==> src/rtl/mpd_pkg.sv <==
`timescale 1ns / 1ps
// Shared types and constants for the MessagePack event decoder.
// No dependencies.
package mpd_pkg;

    localparam int NestDepthDef = 16;
    localparam int MaxEvents    = 20;

    typedef enum logic [4:0] {
        EV_DOC_START = 5'd0,
        EV_DOC_END   = 5'd1,
        EV_NIL       = 5'd2,
        EV_FALSE     = 5'd3,
        EV_TRUE      = 5'd4,
        EV_UINT      = 5'd5,
        EV_INT       = 5'd6,
        EV_F32       = 5'd7,
        EV_F64       = 5'd8,
        EV_STR       = 5'd9,
        EV_BIN       = 5'd10,
        EV_PAYLOAD   = 5'd11,
        EV_KEY       = 5'd12,
        EV_ARR_START = 5'd13,
        EV_ARR_END   = 5'd14,
        EV_MAP_START = 5'd15,
        EV_MAP_END   = 5'd16,
        EV_ARR_SEP   = 5'd17,
        EV_MAP_SEP   = 5'd18,
        EV_ERROR     = 5'd19
    } t_ev;

    typedef enum logic [2:0] {
        ERR_NONE    = 3'd0,
        ERR_TRUNC   = 3'd1,
        ERR_ILLEGAL = 3'd2,
        ERR_BAD_KEY = 3'd3,
        ERR_EXT     = 3'd4,
        ERR_DEPTH   = 3'd5
    } t_err;

    typedef enum logic [2:0] {
        PH_IDLE, PH_VALUE, PH_KEY, PH_HEADER, PH_PAYLOAD, PH_KEYPAYLOAD
    } t_phase;

    typedef enum logic [3:0] {
        PK_NONE, PK_UINT, PK_INT, PK_F32, PK_F64, PK_STR, PK_BIN, PK_ARR, PK_MAP, PK_KEY
    } t_pk;

    typedef enum logic [2:0] {
        A_SCALAR, A_OPEN, A_TEXT, A_HDR, A_SHIFT, A_PAYLOAD, A_FAIL
    } t_act_kind;

    typedef enum logic [3:0] {
        ST_WAIT, ST_START, ST_DISPATCH, ST_EMPTYEND, ST_VDONE, ST_POP,
        ST_FAIL1, ST_FAIL2, ST_EOS, ST_EOSERR, ST_FIN
    } t_state;

    typedef enum logic [3:0] {
        OP_NONE, OP_LOAD, OP_DOCSTART, OP_EXEC, OP_EMPTYEND, OP_VDONE, OP_POP,
        OP_FAIL1, OP_FAIL2, OP_RESET, OP_FLUSH
    } t_op;

    typedef struct packed {
        t_ev         kind;
        logic [63:0] value;
        logic [31:0] len;
        logic [4:0]  nest;
        t_err        err;
    } t_event;

    typedef struct packed {
        t_act_kind   kind;
        t_ev         ev;
        logic [63:0] value;
        logic [31:0] len;
        logic        is_map;
        logic        is_key;
        t_pk         pk;
        logic [1:0]  slog;
        t_err        code;
    } t_act;

    typedef struct packed {
        t_op  op;
        t_err code;
    } t_cmd;

    typedef struct packed {
        t_act   act;
        t_phase phase;
        logic   present;
        logic   eos;
        logic   discard;
        logic   hbl_le1;
        logic   pay_last;
        logic   vd_pop;
        logic   vd_again;
        logic   can_emit;
        logic   hold_v;
    } t_stat;

endpackage

==> src/rtl/mpd_in_if.sv <==
`timescale 1ns / 1ps
// Input byte channel: valid/ready plus one stream byte and its flags.
// No dependencies.
interface mpd_in_if;
    logic       valid;
    logic       ready;
    logic [7:0] data_byte;
    logic       end_of_stream;
    logic       byte_present;

    modport source (output valid, data_byte, end_of_stream, byte_present, input ready);
    modport sink   (input valid, data_byte, end_of_stream, byte_present, output ready);
endinterface

==> src/rtl/mpd_out_if.sv <==
`timescale 1ns / 1ps
// Output event channel: valid/ready plus one decoded event.
// No dependencies.
interface mpd_out_if;
    logic        valid;
    logic        ready;
    logic [4:0]  event_kind;
    logic [63:0] event_value;
    logic [31:0] event_length;
    logic [4:0]  nest_level;
    logic [2:0]  error_code;
    logic        last_of_run;

    modport source (output valid, event_kind, event_value, event_length, nest_level,
                    error_code, last_of_run, input ready);
    modport sink   (input valid, event_kind, event_value, event_length, nest_level,
                    error_code, last_of_run, output ready);
endinterface

==> src/rtl/messagepack_event_decoder.sv <==
`timescale 1ns / 1ps
// Top level of the MessagePack event decoder: controller, datapath, channels.
// Depends on mpd_pkg, mpd_in_if, mpd_out_if, mpd_ctrl, mpd_datapath.
//
//  channel | dir | carries
//  i_in    | in  | data_byte, end_of_stream, byte_present
//  o_ev    | out | event_kind, event_value, event_length, nest_level,
//          |     | error_code, last_of_run
//
// Each byte passes through load, start (doc start issued here), decode (twice on
// the last header byte), empty container end, element close, end-of-stream check
// and release as needed before the next byte is taken. Each closed container adds
// a close and a parent frame read from the stack RAM; an error adds error and doc
// end events, truncation one more step. Events go via a one-entry hold register and
// an output register; the controller stalls while both are full. Reset is
// synchronous and clears all control state; the stack RAM needs no clearing.
module messagepack_event_decoder #(
    parameter int NEST_DEPTH = mpd_pkg::NestDepthDef
) (
    input  logic i_clk,
    input  logic i_rst_n,
    mpd_in_if.sink    i_in,
    mpd_out_if.source o_ev
);
    mpd_pkg::t_cmd   w_cmd;
    mpd_pkg::t_stat  w_stat;
    mpd_pkg::t_event w_event;
    logic            w_last;
    logic            w_valid;

    mpd_ctrl u_ctrl (
        .i_clk      (i_clk),
        .i_rst_n    (i_rst_n),
        .i_in_valid (i_in.valid),
        .i_stat     (w_stat),
        .o_in_ready (i_in.ready),
        .o_cmd      (w_cmd)
    );

    mpd_datapath #(
        .NEST_DEPTH (NEST_DEPTH)
    ) u_dp (
        .i_clk           (i_clk),
        .i_rst_n         (i_rst_n),
        .i_cmd           (w_cmd),
        .i_data_byte     (i_in.data_byte),
        .i_end_of_stream (i_in.end_of_stream),
        .i_byte_present  (i_in.byte_present),
        .i_out_ready     (o_ev.ready),
        .o_stat          (w_stat),
        .o_event         (w_event),
        .o_last          (w_last),
        .o_valid         (w_valid)
    );

    assign o_ev.valid        = w_valid;
    assign o_ev.event_kind   = w_event.kind;
    assign o_ev.event_value  = w_event.value;
    assign o_ev.event_length = w_event.len;
    assign o_ev.nest_level   = w_event.nest;
    assign o_ev.error_code   = w_event.err;
    assign o_ev.last_of_run  = w_last;

`ifndef SYNTHESIS
    // a new item is taken only after the previous run is fully released
    a_accept_no_hold: assert property (@(posedge i_clk) disable iff (!i_rst_n)
        (i_in.valid && i_in.ready) |-> !w_stat.hold_v)
        else $error("input accepted with an event still held");

    a_error_code: assert property (@(posedge i_clk) disable iff (!i_rst_n)
        (o_ev.valid && o_ev.event_kind == mpd_pkg::EV_ERROR)
        |-> (o_ev.error_code != mpd_pkg::ERR_NONE))
        else $error("error event without a code");

    a_length_kind: assert property (@(posedge i_clk) disable iff (!i_rst_n)
        (o_ev.valid && o_ev.event_length != '0)
        |-> (o_ev.event_kind == mpd_pkg::EV_STR || o_ev.event_kind == mpd_pkg::EV_BIN
             || o_ev.event_kind == mpd_pkg::EV_KEY
             || o_ev.event_kind == mpd_pkg::EV_ARR_START
             || o_ev.event_kind == mpd_pkg::EV_ARR_END
             || o_ev.event_kind == mpd_pkg::EV_MAP_START
             || o_ev.event_kind == mpd_pkg::EV_MAP_END))
        else $error("length on an event kind that carries none");
`endif
endmodule

==> src/rtl/mpd_ram.sv <==
`timescale 1ns / 1ps
// Generic single-write, single-read RAM with registered read data.
// No dependencies.
module mpd_ram #(
    parameter int WIDTH = 65,
    parameter int DEPTH = 16,
    localparam int AW = (DEPTH > 1) ? $clog2(DEPTH) : 1
) (
    input  logic             i_clk,
    input  logic             i_we,
    input  logic [AW-1:0]    i_waddr,
    input  logic [WIDTH-1:0] i_wdata,
    input  logic [AW-1:0]    i_raddr,
    output logic [WIDTH-1:0] o_rdata
);
    logic [WIDTH-1:0] r_mem [DEPTH];
    logic [WIDTH-1:0] r_rdata;

    always_ff @(posedge i_clk) begin
        if (i_we) begin
            r_mem[i_waddr] <= i_wdata;
        end
        r_rdata <= r_mem[i_raddr];
    end

    assign o_rdata = r_rdata;
endmodule

==> src/rtl/mpd_datapath.sv <==
`timescale 1ns / 1ps
// Decoder datapath: byte decode, header accumulator, container stack, event buffers.
// Depends on mpd_pkg and mpd_ram.
module mpd_datapath #(
    parameter int NEST_DEPTH = mpd_pkg::NestDepthDef
) (
    input  logic           i_clk,
    input  logic           i_rst_n,
    input  mpd_pkg::t_cmd  i_cmd,
    input  logic [7:0]     i_data_byte,
    input  logic           i_end_of_stream,
    input  logic           i_byte_present,
    input  logic           i_out_ready,
    output mpd_pkg::t_stat o_stat,
    output mpd_pkg::t_event o_event,
    output logic           o_last,
    output logic           o_valid
);
    localparam int SpW = $clog2(NEST_DEPTH + 1);
    localparam int AW  = (NEST_DEPTH > 1) ? $clog2(NEST_DEPTH) : 1;
    localparam int FrW = 65;

    // MessagePack format codes
    localparam logic [7:0] FMT_NIL    = 8'hc0;
    localparam logic [7:0] FMT_FALSE  = 8'hc2;
    localparam logic [7:0] FMT_TRUE   = 8'hc3;
    localparam logic [7:0] FMT_BIN8   = 8'hc4;
    localparam logic [7:0] FMT_BIN16  = 8'hc5;
    localparam logic [7:0] FMT_BIN32  = 8'hc6;
    localparam logic [7:0] FMT_EXT8   = 8'hc7;
    localparam logic [7:0] FMT_EXT16  = 8'hc8;
    localparam logic [7:0] FMT_EXT32  = 8'hc9;
    localparam logic [7:0] FMT_F32    = 8'hca;
    localparam logic [7:0] FMT_F64    = 8'hcb;
    localparam logic [7:0] FMT_UINT8  = 8'hcc;
    localparam logic [7:0] FMT_UINT64 = 8'hcf;
    localparam logic [7:0] FMT_INT8   = 8'hd0;
    localparam logic [7:0] FMT_INT64  = 8'hd3;
    localparam logic [7:0] FMT_FEXT1  = 8'hd4;
    localparam logic [7:0] FMT_FEXT16 = 8'hd8;
    localparam logic [7:0] FMT_STR8   = 8'hd9;
    localparam logic [7:0] FMT_STR16  = 8'hda;
    localparam logic [7:0] FMT_STR32  = 8'hdb;
    localparam logic [7:0] FMT_ARR16  = 8'hdc;
    localparam logic [7:0] FMT_ARR32  = 8'hdd;
    localparam logic [7:0] FMT_MAP16  = 8'hde;
    localparam logic [7:0] FMT_MAP32  = 8'hdf;

    logic [7:0]          r_byte;
    logic                r_eos;
    logic                r_present;
    mpd_pkg::t_phase     r_phase;
    mpd_pkg::t_pk        r_pk;
    logic [1:0]          r_slog;
    logic [3:0]          r_hbl;
    logic [63:0]         r_acc;
    logic [31:0]         r_pay_left;
    logic [SpW-1:0]      r_sp;
    logic                r_discard;
    logic [31:0]         r_top_total;
    logic [31:0]         r_top_left;
    logic                r_top_map;
    mpd_pkg::t_event     r_hold;
    logic                r_hold_v;
    mpd_pkg::t_event     r_out;
    logic                r_out_last;
    logic                r_out_v;
    logic [4:0]          r_ev_cnt;

    mpd_pkg::t_act   act;
    mpd_pkg::t_event ev_new;
    logic            do_emit;
    logic            ev_ok;
    logic            flush;
    logic            out_free;
    logic            sp_full;
    logic [31:0]     left_dec;
    logic [63:0]     sext;
    logic            push;
    logic [FrW-1:0]  ram_rdata;
    logic [4:0]      nest_cur;
    logic [4:0]      nest_inc;

    assign sp_full  = r_sp >= SpW'(NEST_DEPTH);
    assign left_dec = r_top_left - {31'd0, (r_top_left != '0)};
    assign nest_cur = 5'(r_sp);
    assign nest_inc = 5'(r_sp + SpW'(1));
    assign out_free = !r_out_v || i_out_ready;

    always_comb begin
        case (r_slog)
            2'd0:    sext = {{56{r_acc[7]}}, r_acc[7:0]};
            2'd1:    sext = {{48{r_acc[15]}}, r_acc[15:0]};
            2'd2:    sext = {{32{r_acc[31]}}, r_acc[31:0]};
            default: sext = r_acc;
        endcase
    end

    // what the current byte (or finished header) asks for
    always_comb begin
        act = '{kind: mpd_pkg::A_FAIL, ev: mpd_pkg::EV_NIL, value: '0, len: '0,
                is_map: 1'b0, is_key: 1'b0, pk: mpd_pkg::PK_NONE, slog: 2'd0,
                code: mpd_pkg::ERR_ILLEGAL};
        case (r_phase)
            mpd_pkg::PH_IDLE, mpd_pkg::PH_VALUE: begin
                case (r_byte) inside
                    [8'h00:8'h7f]: begin
                        act.kind = mpd_pkg::A_SCALAR;
                        act.ev = mpd_pkg::EV_UINT;
                        act.value = {56'd0, r_byte};
                    end
                    [8'h80:8'h8f]: begin
                        act.kind = mpd_pkg::A_OPEN;
                        act.is_map = 1'b1;
                        act.len = {28'd0, r_byte[3:0]};
                    end
                    [8'h90:8'h9f]: begin
                        act.kind = mpd_pkg::A_OPEN;
                        act.len = {28'd0, r_byte[3:0]};
                    end
                    [8'ha0:8'hbf]: begin
                        act.kind = mpd_pkg::A_TEXT;
                        act.ev = mpd_pkg::EV_STR;
                        act.len = {27'd0, r_byte[4:0]};
                    end
                    [8'he0:8'hff]: begin
                        act.kind = mpd_pkg::A_SCALAR;
                        act.ev = mpd_pkg::EV_INT;
                        act.value = {{56{1'b1}}, r_byte};
                    end
                    FMT_NIL: begin
                        act.kind = mpd_pkg::A_SCALAR;
                        act.ev = mpd_pkg::EV_NIL;
                    end
                    FMT_FALSE: begin
                        act.kind = mpd_pkg::A_SCALAR;
                        act.ev = mpd_pkg::EV_FALSE;
                    end
                    FMT_TRUE: begin
                        act.kind = mpd_pkg::A_SCALAR;
                        act.ev = mpd_pkg::EV_TRUE;
                    end
                    [FMT_BIN8:FMT_BIN32]: begin
                        act.kind = mpd_pkg::A_HDR;
                        act.pk = mpd_pkg::PK_BIN;
                        act.slog = r_byte[1:0];
                    end
                    FMT_F32, FMT_F64: begin
                        act.kind = mpd_pkg::A_HDR;
                        act.pk = r_byte[0] ? mpd_pkg::PK_F64 : mpd_pkg::PK_F32;
                        act.slog = r_byte[1:0];
                    end
                    [FMT_UINT8:FMT_UINT64]: begin
                        act.kind = mpd_pkg::A_HDR;
                        act.pk = mpd_pkg::PK_UINT;
                        act.slog = r_byte[1:0];
                    end
                    [FMT_INT8:FMT_INT64]: begin
                        act.kind = mpd_pkg::A_HDR;
                        act.pk = mpd_pkg::PK_INT;
                        act.slog = r_byte[1:0];
                    end
                    [FMT_STR8:FMT_STR32]: begin
                        act.kind = mpd_pkg::A_HDR;
                        act.pk = mpd_pkg::PK_STR;
                        act.slog = 2'(r_byte[1:0] - 2'd1);
                    end
                    FMT_ARR16, FMT_ARR32: begin
                        act.kind = mpd_pkg::A_HDR;
                        act.pk = mpd_pkg::PK_ARR;
                        act.slog = 2'(r_byte[1:0] + 2'd1);
                    end
                    FMT_MAP16, FMT_MAP32: begin
                        act.kind = mpd_pkg::A_HDR;
                        act.pk = mpd_pkg::PK_MAP;
                        act.slog = 2'(r_byte[1:0] - 2'd1);
                    end
                    [FMT_EXT8:FMT_EXT32], [FMT_FEXT1:FMT_FEXT16]: begin
                        act.code = mpd_pkg::ERR_EXT;
                    end
                    default: act.code = mpd_pkg::ERR_ILLEGAL;
                endcase
            end
            mpd_pkg::PH_KEY: begin
                case (r_byte) inside
                    [8'ha0:8'hbf]: begin
                        act.kind = mpd_pkg::A_TEXT;
                        act.ev = mpd_pkg::EV_KEY;
                        act.is_key = 1'b1;
                        act.len = {27'd0, r_byte[4:0]};
                    end
                    FMT_STR8: begin
                        act.kind = mpd_pkg::A_HDR;
                        act.pk = mpd_pkg::PK_KEY;
                    end
                    default: act.code = mpd_pkg::ERR_BAD_KEY;
                endcase
            end
            mpd_pkg::PH_HEADER: begin
                if (r_hbl != '0) begin
                    act.kind = mpd_pkg::A_SHIFT;
                end else begin
                    act.len = r_acc[31:0];
                    case (r_pk)
                        mpd_pkg::PK_UINT: begin
                            act.kind = mpd_pkg::A_SCALAR;
                            act.ev = mpd_pkg::EV_UINT;
                            act.value = r_acc;
                            act.len = '0;
                        end
                        mpd_pkg::PK_INT: begin
                            act.kind = mpd_pkg::A_SCALAR;
                            act.ev = mpd_pkg::EV_INT;
                            act.value = sext;
                            act.len = '0;
                        end
                        mpd_pkg::PK_F32, mpd_pkg::PK_F64: begin
                            act.kind = mpd_pkg::A_SCALAR;
                            act.ev = (r_pk == mpd_pkg::PK_F32) ? mpd_pkg::EV_F32
                                                                : mpd_pkg::EV_F64;
                            act.value = r_acc;
                            act.len = '0;
                        end
                        mpd_pkg::PK_STR: begin
                            act.kind = mpd_pkg::A_TEXT;
                            act.ev = mpd_pkg::EV_STR;
                        end
                        mpd_pkg::PK_BIN: begin
                            act.kind = mpd_pkg::A_TEXT;
                            act.ev = mpd_pkg::EV_BIN;
                        end
                        mpd_pkg::PK_KEY: begin
                            act.kind = mpd_pkg::A_TEXT;
                            act.ev = mpd_pkg::EV_KEY;
                            act.is_key = 1'b1;
                        end
                        mpd_pkg::PK_ARR, mpd_pkg::PK_MAP: begin
                            act.kind = mpd_pkg::A_OPEN;
                            act.is_map = (r_pk == mpd_pkg::PK_MAP);
                        end
                        default: act.code = mpd_pkg::ERR_ILLEGAL;
                    endcase
                end
            end
            mpd_pkg::PH_PAYLOAD, mpd_pkg::PH_KEYPAYLOAD: act.kind = mpd_pkg::A_PAYLOAD;
            default: act.code = mpd_pkg::ERR_ILLEGAL;
        endcase
        if (act.kind == mpd_pkg::A_OPEN && sp_full) begin
            act.kind = mpd_pkg::A_FAIL;
            act.code = mpd_pkg::ERR_DEPTH;
        end
    end

    // event produced by the current command
    always_comb begin
        do_emit = 1'b0;
        ev_new = '{kind: mpd_pkg::EV_DOC_START, value: '0, len: '0, nest: '0,
                   err: mpd_pkg::ERR_NONE};
        case (i_cmd.op)
            mpd_pkg::OP_DOCSTART: do_emit = 1'b1;
            mpd_pkg::OP_EXEC: begin
                case (act.kind)
                    mpd_pkg::A_SCALAR: begin
                        do_emit = 1'b1;
                        ev_new.kind = act.ev;
                        ev_new.value = act.value;
                        ev_new.nest = nest_cur;
                    end
                    mpd_pkg::A_OPEN: begin
                        do_emit = 1'b1;
                        ev_new.kind = act.is_map ? mpd_pkg::EV_MAP_START
                                                 : mpd_pkg::EV_ARR_START;
                        ev_new.len = act.len;
                        ev_new.nest = nest_inc;
                    end
                    mpd_pkg::A_TEXT: begin
                        do_emit = 1'b1;
                        ev_new.kind = act.ev;
                        ev_new.len = act.len;
                        ev_new.nest = nest_cur;
                    end
                    mpd_pkg::A_PAYLOAD: begin
                        do_emit = 1'b1;
                        ev_new.kind = mpd_pkg::EV_PAYLOAD;
                        ev_new.value = {56'd0, r_byte};
                        ev_new.nest = nest_cur;
                    end
                    default: do_emit = 1'b0;
                endcase
            end
            mpd_pkg::OP_EMPTYEND: begin
                do_emit = 1'b1;
                ev_new.kind = act.is_map ? mpd_pkg::EV_MAP_END : mpd_pkg::EV_ARR_END;
                ev_new.nest = nest_inc;
            end
            mpd_pkg::OP_VDONE: begin
                do_emit = 1'b1;
                if (r_sp == '0) begin
                    ev_new.kind = mpd_pkg::EV_DOC_END;
                end else if (left_dec != '0) begin
                    ev_new.kind = r_top_map ? mpd_pkg::EV_MAP_SEP : mpd_pkg::EV_ARR_SEP;
                    ev_new.nest = nest_cur;
                end else begin
                    ev_new.kind = r_top_map ? mpd_pkg::EV_MAP_END : mpd_pkg::EV_ARR_END;
                    ev_new.len = r_top_total;
                    ev_new.nest = nest_cur;
                end
            end
            mpd_pkg::OP_FAIL1: begin
                do_emit = 1'b1;
                ev_new.kind = mpd_pkg::EV_ERROR;
                ev_new.nest = nest_cur;
                ev_new.err = i_cmd.code;
            end
            mpd_pkg::OP_FAIL2: begin
                do_emit = 1'b1;
                ev_new.kind = mpd_pkg::EV_DOC_END;
            end
            default: do_emit = 1'b0;
        endcase
    end

    assign ev_ok = do_emit && (r_ev_cnt < 5'(mpd_pkg::MaxEvents));
    assign flush = (i_cmd.op == mpd_pkg::OP_FLUSH) && r_hold_v;
    assign push  = (i_cmd.op == mpd_pkg::OP_EXEC) && (act.kind == mpd_pkg::A_OPEN)
                   && (act.len != '0) && (r_sp != '0);

    // frames below the top one live in RAM; the top frame is held in registers
    mpd_ram #(
        .WIDTH (FrW),
        .DEPTH (NEST_DEPTH)
    ) u_stack (
        .i_clk   (i_clk),
        .i_we    (push),
        .i_waddr (AW'(r_sp - SpW'(1))),
        .i_wdata ({r_top_total, r_top_left, r_top_map}),
        .i_raddr (AW'(r_sp - SpW'(2))),
        .o_rdata (ram_rdata)
    );

    // control state
    always_ff @(posedge i_clk) begin
        if (!i_rst_n) begin
            r_phase    <= mpd_pkg::PH_IDLE;
            r_hbl      <= '0;
            r_pay_left <= '0;
            r_sp       <= '0;
            r_discard  <= 1'b0;
            r_hold_v   <= 1'b0;
            r_out_v    <= 1'b0;
            r_ev_cnt   <= '0;
        end else begin
            if (ev_ok) begin
                r_ev_cnt <= 5'(r_ev_cnt + 5'd1);
            end
            if ((ev_ok && r_hold_v) || flush) begin
                r_out_v <= 1'b1;
            end else if (i_out_ready) begin
                r_out_v <= 1'b0;
            end
            if (ev_ok) begin
                r_hold_v <= 1'b1;
            end else if (flush) begin
                r_hold_v <= 1'b0;
            end
            case (i_cmd.op)
                mpd_pkg::OP_LOAD: r_ev_cnt <= '0;
                mpd_pkg::OP_DOCSTART: r_phase <= mpd_pkg::PH_VALUE;
                mpd_pkg::OP_EXEC: begin
                    case (act.kind)
                        mpd_pkg::A_OPEN: begin
                            if (act.len != '0) begin
                                r_sp <= SpW'(r_sp + SpW'(1));
                                r_phase <= act.is_map ? mpd_pkg::PH_KEY : mpd_pkg::PH_VALUE;
                            end
                        end
                        mpd_pkg::A_TEXT: begin
                            r_pay_left <= act.len;
                            if (act.is_key) begin
                                r_phase <= (act.len == '0) ? mpd_pkg::PH_VALUE
                                                           : mpd_pkg::PH_KEYPAYLOAD;
                            end else if (act.len != '0) begin
                                r_phase <= mpd_pkg::PH_PAYLOAD;
                            end
                        end
                        mpd_pkg::A_HDR: begin
                            r_hbl <= 4'd1 << act.slog;
                            r_phase <= mpd_pkg::PH_HEADER;
                        end
                        mpd_pkg::A_SHIFT: r_hbl <= 4'(r_hbl - 4'd1);
                        mpd_pkg::A_PAYLOAD: begin
                            if (r_pay_left != '0) begin
                                r_pay_left <= 32'(r_pay_left - 32'd1);
                            end
                            if (r_pay_left <= 32'd1 && r_phase == mpd_pkg::PH_KEYPAYLOAD) begin
                                r_phase <= mpd_pkg::PH_VALUE;
                            end
                        end
                        default: r_phase <= r_phase;
                    endcase
                end
                mpd_pkg::OP_VDONE: begin
                    if (r_sp == '0) begin
                        r_phase <= mpd_pkg::PH_IDLE;
                        r_discard <= 1'b1;
                    end else if (left_dec != '0) begin
                        r_phase <= r_top_map ? mpd_pkg::PH_KEY : mpd_pkg::PH_VALUE;
                    end else begin
                        r_sp <= SpW'(r_sp - SpW'(1));
                    end
                end
                mpd_pkg::OP_FAIL2: begin
                    r_sp <= '0;
                    r_phase <= mpd_pkg::PH_IDLE;
                    r_hbl <= '0;
                    r_pay_left <= '0;
                    r_discard <= 1'b1;
                end
                mpd_pkg::OP_RESET: begin
                    r_sp <= '0;
                    r_phase <= mpd_pkg::PH_IDLE;
                    r_hbl <= '0;
                    r_pay_left <= '0;
                    r_discard <= 1'b0;
                end
                default: r_sp <= r_sp;
            endcase
        end
    end

    // payload registers
    always_ff @(posedge i_clk) begin
        if (ev_ok) begin
            r_hold <= ev_new;
        end
        if ((ev_ok && r_hold_v) || flush) begin
            r_out <= r_hold;
            r_out_last <= flush;
        end
        case (i_cmd.op)
            mpd_pkg::OP_LOAD: begin
                r_byte <= i_data_byte;
                r_eos <= i_end_of_stream;
                r_present <= i_byte_present;
            end
            mpd_pkg::OP_EXEC: begin
                case (act.kind)
                    mpd_pkg::A_OPEN: begin
                        // an empty container never becomes the top frame
                        if (act.len != '0) begin
                            r_top_total <= act.len;
                            r_top_left <= act.len;
                            r_top_map <= act.is_map;
                        end
                    end
                    mpd_pkg::A_HDR: begin
                        r_pk <= act.pk;
                        r_slog <= act.slog;
                        r_acc <= '0;
                    end
                    mpd_pkg::A_SHIFT: r_acc <= {r_acc[55:0], r_byte};
                    default: r_acc <= r_acc;
                endcase
            end
            mpd_pkg::OP_VDONE: begin
                if (r_sp != '0) begin
                    r_top_left <= left_dec;
                end
            end
            mpd_pkg::OP_POP: begin
                {r_top_total, r_top_left, r_top_map} <= ram_rdata;
            end
            default: r_acc <= r_acc;
        endcase
    end

    always_comb begin
        o_stat.act      = act;
        o_stat.phase    = r_phase;
        o_stat.present  = r_present;
        o_stat.eos      = r_eos;
        o_stat.discard  = r_discard;
        o_stat.hbl_le1  = r_hbl <= 4'd1;
        o_stat.pay_last = r_pay_left <= 32'd1;
        o_stat.vd_pop   = (left_dec == '0) && (r_sp > SpW'(1));
        o_stat.vd_again = (left_dec == '0) && (r_sp == SpW'(1));
        o_stat.can_emit = !r_hold_v || out_free;
        o_stat.hold_v   = r_hold_v;
    end

    assign o_event = r_out;
    assign o_last  = r_out_last;
    assign o_valid = r_out_v;
endmodule

==> src/rtl/mpd_ctrl.sv <==
`timescale 1ns / 1ps
// Decoder controller: sequences the steps of one input item over the datapath.
// Depends on mpd_pkg.
module mpd_ctrl (
    input  logic           i_clk,
    input  logic           i_rst_n,
    input  logic           i_in_valid,
    input  mpd_pkg::t_stat i_stat,
    output logic           o_in_ready,
    output mpd_pkg::t_cmd  o_cmd
);
    mpd_pkg::t_state r_state, n_state;
    mpd_pkg::t_err   r_code, n_code;

    always_ff @(posedge i_clk) begin
        if (!i_rst_n) begin
            r_state <= mpd_pkg::ST_WAIT;
            r_code  <= mpd_pkg::ERR_NONE;
        end else begin
            r_state <= n_state;
            r_code  <= n_code;
        end
    end

    always_comb begin
        n_state    = r_state;
        n_code     = r_code;
        o_in_ready = 1'b0;
        o_cmd.op   = mpd_pkg::OP_NONE;
        o_cmd.code = r_code;
        case (r_state)
            mpd_pkg::ST_WAIT: begin
                o_in_ready = 1'b1;
                if (i_in_valid) begin
                    o_cmd.op = mpd_pkg::OP_LOAD;
                    n_state = mpd_pkg::ST_START;
                end
            end
            mpd_pkg::ST_START: begin
                if (i_stat.present && !i_stat.discard) begin
                    if (i_stat.phase != mpd_pkg::PH_IDLE) begin
                        n_state = mpd_pkg::ST_DISPATCH;
                    end else if (i_stat.can_emit) begin
                        o_cmd.op = mpd_pkg::OP_DOCSTART;
                        n_state = mpd_pkg::ST_DISPATCH;
                    end
                end else begin
                    n_state = mpd_pkg::ST_EOS;
                end
            end
            mpd_pkg::ST_DISPATCH: begin
                if (i_stat.can_emit) begin
                    o_cmd.op = mpd_pkg::OP_EXEC;
                    case (i_stat.act.kind)
                        mpd_pkg::A_SCALAR: n_state = mpd_pkg::ST_VDONE;
                        mpd_pkg::A_OPEN: n_state = (i_stat.act.len == '0)
                                                   ? mpd_pkg::ST_EMPTYEND : mpd_pkg::ST_EOS;
                        mpd_pkg::A_TEXT: n_state = (!i_stat.act.is_key && i_stat.act.len == '0)
                                                   ? mpd_pkg::ST_VDONE : mpd_pkg::ST_EOS;
                        // last header byte: decode the completed header next
                        mpd_pkg::A_SHIFT: n_state = i_stat.hbl_le1 ? mpd_pkg::ST_DISPATCH
                                                                   : mpd_pkg::ST_EOS;
                        mpd_pkg::A_PAYLOAD: n_state = (i_stat.pay_last &&
                                                       i_stat.phase == mpd_pkg::PH_PAYLOAD)
                                                      ? mpd_pkg::ST_VDONE : mpd_pkg::ST_EOS;
                        mpd_pkg::A_FAIL: begin
                            n_code = i_stat.act.code;
                            n_state = mpd_pkg::ST_FAIL1;
                        end
                        default: n_state = mpd_pkg::ST_EOS;
                    endcase
                end
            end
            mpd_pkg::ST_EMPTYEND: begin
                if (i_stat.can_emit) begin
                    o_cmd.op = mpd_pkg::OP_EMPTYEND;
                    n_state = mpd_pkg::ST_VDONE;
                end
            end
            mpd_pkg::ST_VDONE: begin
                if (i_stat.can_emit) begin
                    o_cmd.op = mpd_pkg::OP_VDONE;
                    if (i_stat.vd_pop) begin
                        n_state = mpd_pkg::ST_POP;
                    end else if (!i_stat.vd_again) begin
                        n_state = mpd_pkg::ST_EOS;
                    end
                end
            end
            mpd_pkg::ST_POP: begin
                o_cmd.op = mpd_pkg::OP_POP;
                n_state = mpd_pkg::ST_VDONE;
            end
            mpd_pkg::ST_FAIL1: begin
                if (i_stat.can_emit) begin
                    o_cmd.op = mpd_pkg::OP_FAIL1;
                    n_state = mpd_pkg::ST_FAIL2;
                end
            end
            mpd_pkg::ST_FAIL2: begin
                if (i_stat.can_emit) begin
                    o_cmd.op = mpd_pkg::OP_FAIL2;
                    n_state = mpd_pkg::ST_EOS;
                end
            end
            mpd_pkg::ST_EOS: begin
                if (!i_stat.eos) begin
                    n_state = mpd_pkg::ST_FIN;
                end else if (i_stat.discard) begin
                    o_cmd.op = mpd_pkg::OP_RESET;
                    n_state = mpd_pkg::ST_FIN;
                end else if (i_stat.phase != mpd_pkg::PH_IDLE) begin
                    n_state = mpd_pkg::ST_EOSERR;
                end else if (i_stat.can_emit) begin
                    o_cmd.op = mpd_pkg::OP_DOCSTART;
                    n_state = mpd_pkg::ST_EOSERR;
                end
            end
            mpd_pkg::ST_EOSERR: begin
                n_code = mpd_pkg::ERR_TRUNC;
                n_state = mpd_pkg::ST_FAIL1;
            end
            mpd_pkg::ST_FIN: begin
                if (i_stat.can_emit) begin
                    o_cmd.op = mpd_pkg::OP_FLUSH;
                    n_state = mpd_pkg::ST_WAIT;
                end
            end
            default: n_state = mpd_pkg::ST_WAIT;
        endcase
    end
endmodule
==> src/flat_wrapper.sv <==
// flat-port wrapper written by rule: the top's interface ports become plain ports
module messagepack_event_decoder_flat 
#(
    parameter int NEST_DEPTH = mpd_pkg::NestDepthDef
)
  (i_clk, i_rst_n, i_in_valid, i_in_data_byte, i_in_end_of_stream, i_in_byte_present, i_in_ready, o_ev_valid, o_ev_event_kind, o_ev_event_value, o_ev_event_length, o_ev_nest_level, o_ev_error_code, o_ev_last_of_run, o_ev_ready);
  mpd_in_if i_in_i ();
  mpd_out_if o_ev_i ();
  input  logic i_clk;
  input  logic i_rst_n;
  input wire logic [$bits(i_in_i.valid)-1:0] i_in_valid;
  input wire logic [$bits(i_in_i.data_byte)-1:0] i_in_data_byte;
  input wire logic [$bits(i_in_i.end_of_stream)-1:0] i_in_end_of_stream;
  input wire logic [$bits(i_in_i.byte_present)-1:0] i_in_byte_present;
  output wire logic [$bits(i_in_i.ready)-1:0] i_in_ready;
  output wire logic [$bits(o_ev_i.valid)-1:0] o_ev_valid;
  output wire logic [$bits(o_ev_i.event_kind)-1:0] o_ev_event_kind;
  output wire logic [$bits(o_ev_i.event_value)-1:0] o_ev_event_value;
  output wire logic [$bits(o_ev_i.event_length)-1:0] o_ev_event_length;
  output wire logic [$bits(o_ev_i.nest_level)-1:0] o_ev_nest_level;
  output wire logic [$bits(o_ev_i.error_code)-1:0] o_ev_error_code;
  output wire logic [$bits(o_ev_i.last_of_run)-1:0] o_ev_last_of_run;
  input wire logic [$bits(o_ev_i.ready)-1:0] o_ev_ready;
  assign i_in_i.valid = i_in_valid;
  assign i_in_i.data_byte = i_in_data_byte;
  assign i_in_i.end_of_stream = i_in_end_of_stream;
  assign i_in_i.byte_present = i_in_byte_present;
  assign i_in_ready = i_in_i.ready;
  assign o_ev_valid = o_ev_i.valid;
  assign o_ev_event_kind = o_ev_i.event_kind;
  assign o_ev_event_value = o_ev_i.event_value;
  assign o_ev_event_length = o_ev_i.event_length;
  assign o_ev_nest_level = o_ev_i.nest_level;
  assign o_ev_error_code = o_ev_i.error_code;
  assign o_ev_last_of_run = o_ev_i.last_of_run;
  assign o_ev_i.ready = o_ev_ready;
  messagepack_event_decoder #(.NEST_DEPTH(NEST_DEPTH)) u_core (.i_clk(i_clk), .i_rst_n(i_rst_n), .i_in(i_in_i), .o_ev(o_ev_i));
endmodule
==> config.mk <==
export PLATFORM = sky130hd
export DESIGN_NAME = messagepack_event_decoder_flat
export DESIGN_NICKNAME = d
export VERILOG_FILES = /design/src/rtl/mpd_pkg.sv /design/src/rtl/mpd_in_if.sv /design/src/rtl/mpd_out_if.sv /design/src/rtl/messagepack_event_decoder.sv /design/src/rtl/mpd_ram.sv /design/src/rtl/mpd_datapath.sv /design/src/rtl/mpd_ctrl.sv /design/src/flat_wrapper.sv
export SDC_FILE = /design/constraint.sdc
export NUM_CORES = 2
export LEC_CHECK = 0
export ABC_AREA = 1
export BUFFER_PORTS_ARGS = -buffer_cell sky130_fd_sc_hd__buf_4
export CORE_MARGIN = 4
export CORE_UTILIZATION = 45
export CTS_BUF_LIST = sky130_fd_sc_hd__clkbuf_8 sky130_fd_sc_hd__clkbuf_16
export CTS_CLUSTER_SIZE = 12
export DETAILED_ROUTE_END_ITERATION = 8
export PLACE_DENSITY = 0.61
export SLEW_MARGIN = 30
export SYNTH_ARGS = -nofsm -noshare
export SYNTH_HDL_FRONTEND = slang
export SYNTH_SLANG_ARGS = --single-unit
==> constraint.sdc <==
create_clock -name i_clk -period 10.5 [get_ports i_clk]
set_input_delay 1.575 -clock i_clk [delete_from_list [all_inputs] [get_ports i_clk]]
set_output_delay 1.575 -clock i_clk [all_outputs]
set_load 0.01 [all_outputs]
Yosys cells after proc, flatten, opt, wreduce, memory -nomap -nowiden
Memories as Yosys holds them, arrays and structs flattened. A register that Yosys moved wholly into a read port is not among the register bits.
Cells that the tools add are included.
{"block": "classes", "bitwise": 1, "div_mod_pow": 0, "n_eq_ne": 79, "order_cmp": 27, "mux": 188, "n_reduce_logical": 84, "shift": 1, "add_sub_neg": 9, "mul": 0}
{"op": "case mux 64 bit (2 select lines)", "n": 3}
{"op": "two-way mux 64 bit", "n": 5}
{"op": "case mux 32 bit (2 select lines)", "n": 4}
{"op": "two-way mux 32 bit", "n": 6}
{"op": "case mux 32 bit (3 select lines)", "n": 2}
{"op": "case mux 64 bit (3 select lines)", "n": 1}
{"op": "case mux 96 bit (2 select lines)", "n": 1}
{"op": "two-way mux 3 bit", "n": 53}
{"op": "two-way mux 4 bit", "n": 32}
{"op": "nonzero test 32 bit", "n": 4}
{"op": "two-way mux 102 bit", "n": 1}
{"op": "two-way mux 6 bit", "n": 15}
{"op": "== test 8 bit (second input constant)", "n": 10}
{"op": ">= comparator 8 bit (second input constant)", "n": 10}
{"op": "less-or-equal comparator 8 bit (second input constant)", "n": 10}
{"op": "logical NOT 32 bit", "n": 2}
{"op": "two-way mux 5 bit", "n": 12}
{"op": "== test 4 x 3 -> 1 bit (second input constant)", "n": 12}
{"op": "case mux 4 bit (6 select lines)", "n": 2}
{"op": "case mux 5 bit (3 select lines)", "n": 3}
{"op": "case mux 4 bit (11 select lines)", "n": 1}
{"op": "case mux 4 bit (10 select lines)", "n": 1}
{"op": "two-way mux 37 bit", "n": 1}
{"op": "case mux 3 bit (4 select lines)", "n": 3}
{"op": "64 further kinds", "n": 195}
{"block": "word_totals", "rom_bits": 0, "mem_bits_rw": 1040, "latchBits": 0, "reg_bits": 423, "wordCells": 420, "input_bits": 14, "memories": 1}
{"memory": "u_core.u_dp.u_stack.r_mem", "words": 16, "word_bits": 65, "read_ports": 1, "rd_ports_with_merged_regs": 1, "wr": 1, "line_no": "mpd_ram.sv:16", "source": "logic [WIDTH-1:0] r_mem [DEPTH];"}

Logic depth before layout (Yosys ltp)
{"block": "logic_depth", "ltp_word": 29, "depth_mapped": 23}

Modules after synthesis
From an unflattened synthesis, not the netlist that was laid out.
{"block": "hier_totals", "hier_cells": 6791, "hier_area_um2": 68077.8}
{"mod": "mpd_ram", "seq_area_each_um2": 32531.2, "cells_each": 4276, "area_each_um2": 45932.8, "n_inst": 1}
{"mod": "mpd_datapath", "seq_area_each_um2": 11971.5, "cells_each": 2352, "area_each_um2": 21281.7, "n_inst": 1}
{"mod": "mpd_ctrl", "seq_area_each_um2": 140.1, "cells_each": 163, "area_each_um2": 863.3, "n_inst": 1}

Least setup slack after synthesis
OpenSTA, ideal clock, no wires.
{"block": "synth_timing", "kind": "input port to flip-flop", "from": "in o_ev_ready", "to": "reg u_core.u_dp.r_acc[0] (enable)", "stages": 6, "n_path_buf": 0, "setup_slack_ns": 3.267, "setup_ns": 0.577, "arrival_ns": 6.656, "cell_sequence": "inv_1 > nand2_1 > nor2_1 > inv_1 > nand2_1 > o21ai_0"}
{"block": "synth_between", "elab_chain_cells": 9, "elab_cells_between_ends": 16, "cone_classes": "1 x eq/ne; 12 x mux; 3 x reduce/logical"}
{"element": "start, declared", "line_no": "flat_wrapper.sv:23", "source": "input wire logic [$bits(o_ev_i.ready)-1:0] o_ev_ready;"}
{"element": "logical OR 1 bit *", "line_no": "mpd_datapath.sv:88", "source": "assign out_free = !r_out_v || i_out_ready;"}
{"element": "logical OR 1 bit *", "line_no": "mpd_datapath.sv:487", "source": "o_stat.can_emit = !r_hold_v || out_free;"}
{"element": "two-way mux 2 bit", "line_no": "mpd_ctrl.sv:43, mpd_ctrl.sv:114"}
{"element": "two-way mux 2 bit", "line_no": "mpd_ctrl.sv:112", "source": "end else if (i_stat.phase != mpd_pkg::PH_IDLE) begin"}
{"element": "two-way mux 4 bit", "line_no": "mpd_ctrl.sv:109", "source": "end else if (i_stat.discard) begin"}
{"element": "two-way mux 4 bit", "line_no": "mpd_ctrl.sv:107", "source": "if (!i_stat.eos) begin"}
{"element": "case mux 4 bit (10 select lines) *", "line_no": "mpd_ctrl.sv:31", "source": "case (r_state)"}
{"element": "== test 4 x 2 -> 1 bit *", "line_no": "mpd_datapath.sv:440", "source": "case (i_cmd.op)"}
{"element": "AND reduction 2 bit (no source line) *"}
{"element": "end signal, assigned", "line_no": "mpd_datapath.sv:461", "source": "mpd_pkg::A_SHIFT: r_acc <= {r_acc[55:0], r_byte};"}
{"element": "end signal, assigned", "line_no": "mpd_datapath.sv:462", "source": "default: r_acc <= r_acc;"}
{"element": "end signal, assigned", "line_no": "mpd_datapath.sv:473", "source": "default: r_acc <= r_acc;"}
{"element": "end, declared", "line_no": "mpd_datapath.sv:56", "source": "logic [63:0] r_acc;"}
Every way passes the cells marked *; elsewhere a longest branch is shown, timed or not.
A chain may end at the register's enable or synchronous reset.

Worst setup path in the final report
{"block": "layout_timing", "from": "in o_ev_ready", "to": "reg u_core.u_dp.r_out (netlist bit u_core.u_dp.o_event[35]) (enable)"}
{"block": "layout_between", "elab_chain_cells": 13, "elab_cells_between_ends": 27, "cone_classes": "7 x eq/ne; 13 x mux; 7 x reduce/logical"}
{"element": "logical OR 1 bit *", "line_no": "mpd_datapath.sv:88"}
{"element": "logical OR 1 bit *", "line_no": "mpd_datapath.sv:487"}
{"element": "two-way mux 2 bit", "line_no": "mpd_ctrl.sv:43, mpd_ctrl.sv:114"}
{"element": "two-way mux 2 bit", "line_no": "mpd_ctrl.sv:112"}
{"element": "two-way mux 4 bit", "line_no": "mpd_ctrl.sv:109"}
{"element": "two-way mux 4 bit", "line_no": "mpd_ctrl.sv:107"}
{"element": "case mux 4 bit (10 select lines) *", "line_no": "mpd_ctrl.sv:31"}
{"element": "== test 4 x 3 -> 1 bit (tied with other cells)", "line_no": "mpd_datapath.sv:259", "source": "case (i_cmd.op)"}
{"element": "OR reduction 5 bit (no source line)"}
{"element": "case mux 1 bit (2 select lines) *", "line_no": "mpd_datapath.sv:259"}
{"element": "logical AND 1 bit *", "line_no": "mpd_datapath.sv:323", "source": "assign ev_ok = do_emit && (r_ev_cnt < 5'(mpd_pkg::MaxEvents));"}
{"element": "via u_core.u_dp.ev_ok", "line_no": "mpd_datapath.sv:73", "source": "logic ev_ok;"}
{"element": "logical AND 1 bit *", "line_no": "mpd_datapath.sv:436", "source": "if ((ev_ok && r_hold_v) || flush) begin"}
{"element": "logical OR 1 bit *", "line_no": "mpd_datapath.sv:436"}
{"element": "end signal, assigned", "line_no": "mpd_datapath.sv:437", "source": "r_out <= r_hold;"}
{"element": "end, declared", "line_no": "mpd_datapath.sv:65", "source": "mpd_pkg::t_event r_out;"}
Mark *: on every way through the listed nets, which the timed path passes. The rest lies on a longest branch.

==> summary.txt <==
STA
  • Setup violators final: 0
  • Clock Skews: 0.03886 ns
  • Total negative slack: 0 ns
  • RSZ-0062 raised after global routing: false
  • Final slew viol count: 0
  • Hold Fails Final Rpt: 0
  • Slew margin rel.: 0.2196
  • Slew @ Worst Pin: 1.171 ns
  • WHS: 0.4117 ns
  • Tcrit/Tclk final: 0.5389
  • Final Critical Period: 5.659 ns
  • Fmax: 176.7 MHz

Clock network
  • TritonCTS clock tree: built
  • Cts bufs inserted: 158
  • Max clock buf depth: 3
  • Post-CTS sizing: 0
  • Worst-Skew Late Latency: 0.78 ns
  • Clock sinks: 1528
  • Clk root buf: clkbuf_16
  • Reg clk slew, reported paths: 0.06 ns
  • Setup repair bufs after CTS: 0
  • # H-tree levels: 4
  • Post-CTS Hold Buffers: 0

Worst setup path
  • CP peak stage delay: 0.82 ns
  • Reg2reg setup slack: 4.97 ns
  • Data required, critical path: 10.90 ns
  • Crit path kind: input pin to flip-flop
  • Most common cell on crit path: nand2_1
  • Worst Setup Start Kind: input pin
  • Worst Setup SP: o_ev_ready
  • Critical path fanouts, max: 67
  • R2R Path Start: u_core.u_dp.r_phase[1]
  • WP buf/inv: 6
  • CP cell instances: buf_4 -> inv_1 -> nand2_1 -> nor2_1 -> inv_1 -> nand2_1 -> inv_1 -> nand2_1 -> o21ai_2 -> nand2_2 -> inv_4 -> nand2_1 -> nand2_4 -> buf_4
  • Crit-path leading delay family: buffers and inverters
  • Worst EP arrival: 6.06 ns
  • Worst r2r path cells: 17
  • Crit. End Element: flip-flop
  • R2r endpoint: u_core.u_dp.u_stack.r_mem[10][58]
  • CP endpoint: u_core.u_dp.o_event[35]
  • Critical path's slowest cell: inv_1
  • Crit path depth: 14

Die
  • Die area: 145500 um2
  • Die Y: 381.4 um
  • Die W: 381.4 um
  • Initial Util: 0.4547
  • I/O pin cnt: 126
  • Row count: 136
  • Core area: 138000 um2

GRT
  • Vias in the first global route: 40050
  • Total gr overflow: 0
  • Initial antenna violation count: 4
  • First-pass GRT wire length: 256800 um
  • GRT Overall Usage: 0.2317
  • Largest net degree at the start of global routing: 210

Final layout
  • # nets final: 5293
  • Commonest non-fill, non-tap cell in the layout: edfxtp_1
  • Final-layout fill cell count: 11840
  • Fin cells: 7233
  • Commonest non-fill, non-tap cells in the layout: edfxtp_1 (1404), nor2_1 (945), o21ai_0 (735), nand2_1 (441), inv_1 (292)
  • Share of cells above drive strength 1: 0.09313
  • Area growth syn-to-layout: 12.18%

Placement
  • Post-placement cell count: 6956
  • GP Congestion: 0.9406
  • Post-DP HPWL: 98450 um
  • IO buf count: 125

Synth
  • Sequential share of the synthesized area: 0.7114
  • Unique masters post-synth: 62
  • Simple-gate portion of the synthesized area: 0.1129
  • Synth Area in Compound Gates: 0.1269
  • Syn nets: 5258
  • Mapped Avg Cell Area: 12.02 um2
  • Ys Warns: 0
  • Number of flops mapped to enable cells by yosys: 1404
  • Synth Register Bits: 1528
  • Main combinational cell family by area after synthesis: compound AO/OA/AOI/OAI gates
  • Post-synthesis async set-or-reset flop share: 0
  • Mux share of post-synthesis cell area: 0
  • Adder-cell area share of the yosys netlist: 0.004985
  • Post-synthesis xor/xnor area fraction: 0.008095
  • Ys flop type: edfxtp_1
  • Syn Inst Count: 5219
  • Syn Std Cell Area: 62750 um2

Route
  • Wire per inst: 23.83 um
  • Antenna viol nets, final: 0
  • 1st-iter DRT viols: 4702
  • DRC errors left: 0
  • Vias: 41780
  • DRT Pass-1 Iters: 6
  • Via-to-Cell Ratio: 5.777
  • Detailed Route WL: 172400 um

Min path
  • Worst Hold Class: flip-flop to flip-flop

Power
  • Pleak: 23.88 nW
  • Pwr per Cell Area: 268.0 nW/um2
  • VDD IR-drop max: 0.3063 mV
  • PnR Total Power: 0.01886 W

Flow run
  • Maxcap violations: 0

Status
  • Status: complete, no violations
==> power by group <==
| group | total, W | switching, W | internal, W |
|---|---|---|---|
| registers | 0.00779 | 0.000391 | 0.00740 |
| clock network | 0.00519 | 0.00228 | 0.00291 |
| logic | 0.00588 | 0.00427 | 0.00162 |
==> per-layer routing <==
metal  track usage  up-vias  part of all wire
met1        0.3265    20730              0.43
met4       0.07886        2             0.032
met5             0        -          0.000058
met2        0.3707     1628              0.47
li1              -    19140                 -
met3       0.03374      277             0.069
==> worst min path at each step <==
stage / start / endpoint / slack, ns / depth (start not counted)
floorplan: u_core.u_dp.r_hold[0] / u_core.u_dp.o_event[0] / 0.40 / 0
global placement: u_core.u_dp.r_hold[7] / u_core.u_dp.o_event[7] / 0.40 / 0
detailed placement: u_core.u_dp.r_hold[47] / u_core.u_dp.o_event[47] / 0.40 / 0
CTS: u_core.u_dp.r_hold[27] / u_core.u_dp.o_event[27] / 0.41 / 0
global route: u_core.u_dp.r_hold[38] / u_core.u_dp.o_event[38] / 0.41 / 0
finish: u_core.u_dp.r_hold[38] / u_core.u_dp.o_event[38] / 0.41 / 0
==> flip-flops by register name, summed over array words and instances, names as in the netlist, 8 cells and up <==
name and cells:
u_core.u_dp.u_stack.o_rdata 65, u_core.u_dp.r_pay_left 32, u_core.u_dp.r_top_total 32, u_core.u_dp.u_stack.r_mem 1040, u_core.u_dp.o_event 109, u_core.u_dp.r_hold 109, u_core.u_dp.r_acc 64, u_core.u_dp.r_top_left 32
u_core.u_dp.r_byte 8
==> layout make-up <==
class	instances	area, um2	area share
Clock inverter	107	663.1	0.009420
Sequential cell	1528	44650	0.6342
Tap cell	1863	2331	0.03311
Antenna cell	1	2.502	0.00003555
Timing Repair Buffer	192	1538	0.02184
Inverter	255	980.9	0.01393
Clock buffer	168	4114	0.05844
Multi-Input combinational cell	3119	16120	0.2290
==> metrics by stage <==
stage	setup slack [ns]	cell area, um2	util
5_1_grt	4.481	70400	0.5101
3_3_place_gp	4.235	65520	0.4748
6_report	4.841	70400	0.5101
3_5_place_dp	4.076	65560	0.4751
2_1_floorplan	3.267	62750	-
4_1_cts	4.914	70340	0.5097
==> kinds of logic after synthesis <==
family          count (synthesis)
compound gates               1325
buf+inv                       572
xor+xnor                       58
flops                        1528
fa+ha+maj                      25
simple gates                 1711
==> cell usage after synthesis, drive strengths merged (57+ instances only) <==
| master | n | share of area |
|---|---|---|
| nor2 | 979 | 0.060 |
| nand3 | 161 | 0.013 |
| nand4 | 57 | 0.0063 |
| o221ai | 210 | 0.029 |
| inv | 250 | 0.015 |
| nand2 | 462 | 0.029 |
| o21ai | 742 | 0.059 |
| clkbuf | 272 | 0.016 |
| o211ai | 64 | 0.0077 |
| edfxtp | 1404 | 0.67 |
| a21oi | 131 | 0.011 |
| dfxtp | 124 | 0.040 |
| o22ai | 108 | 0.011 |
Power figures use the tool's default switching activity.
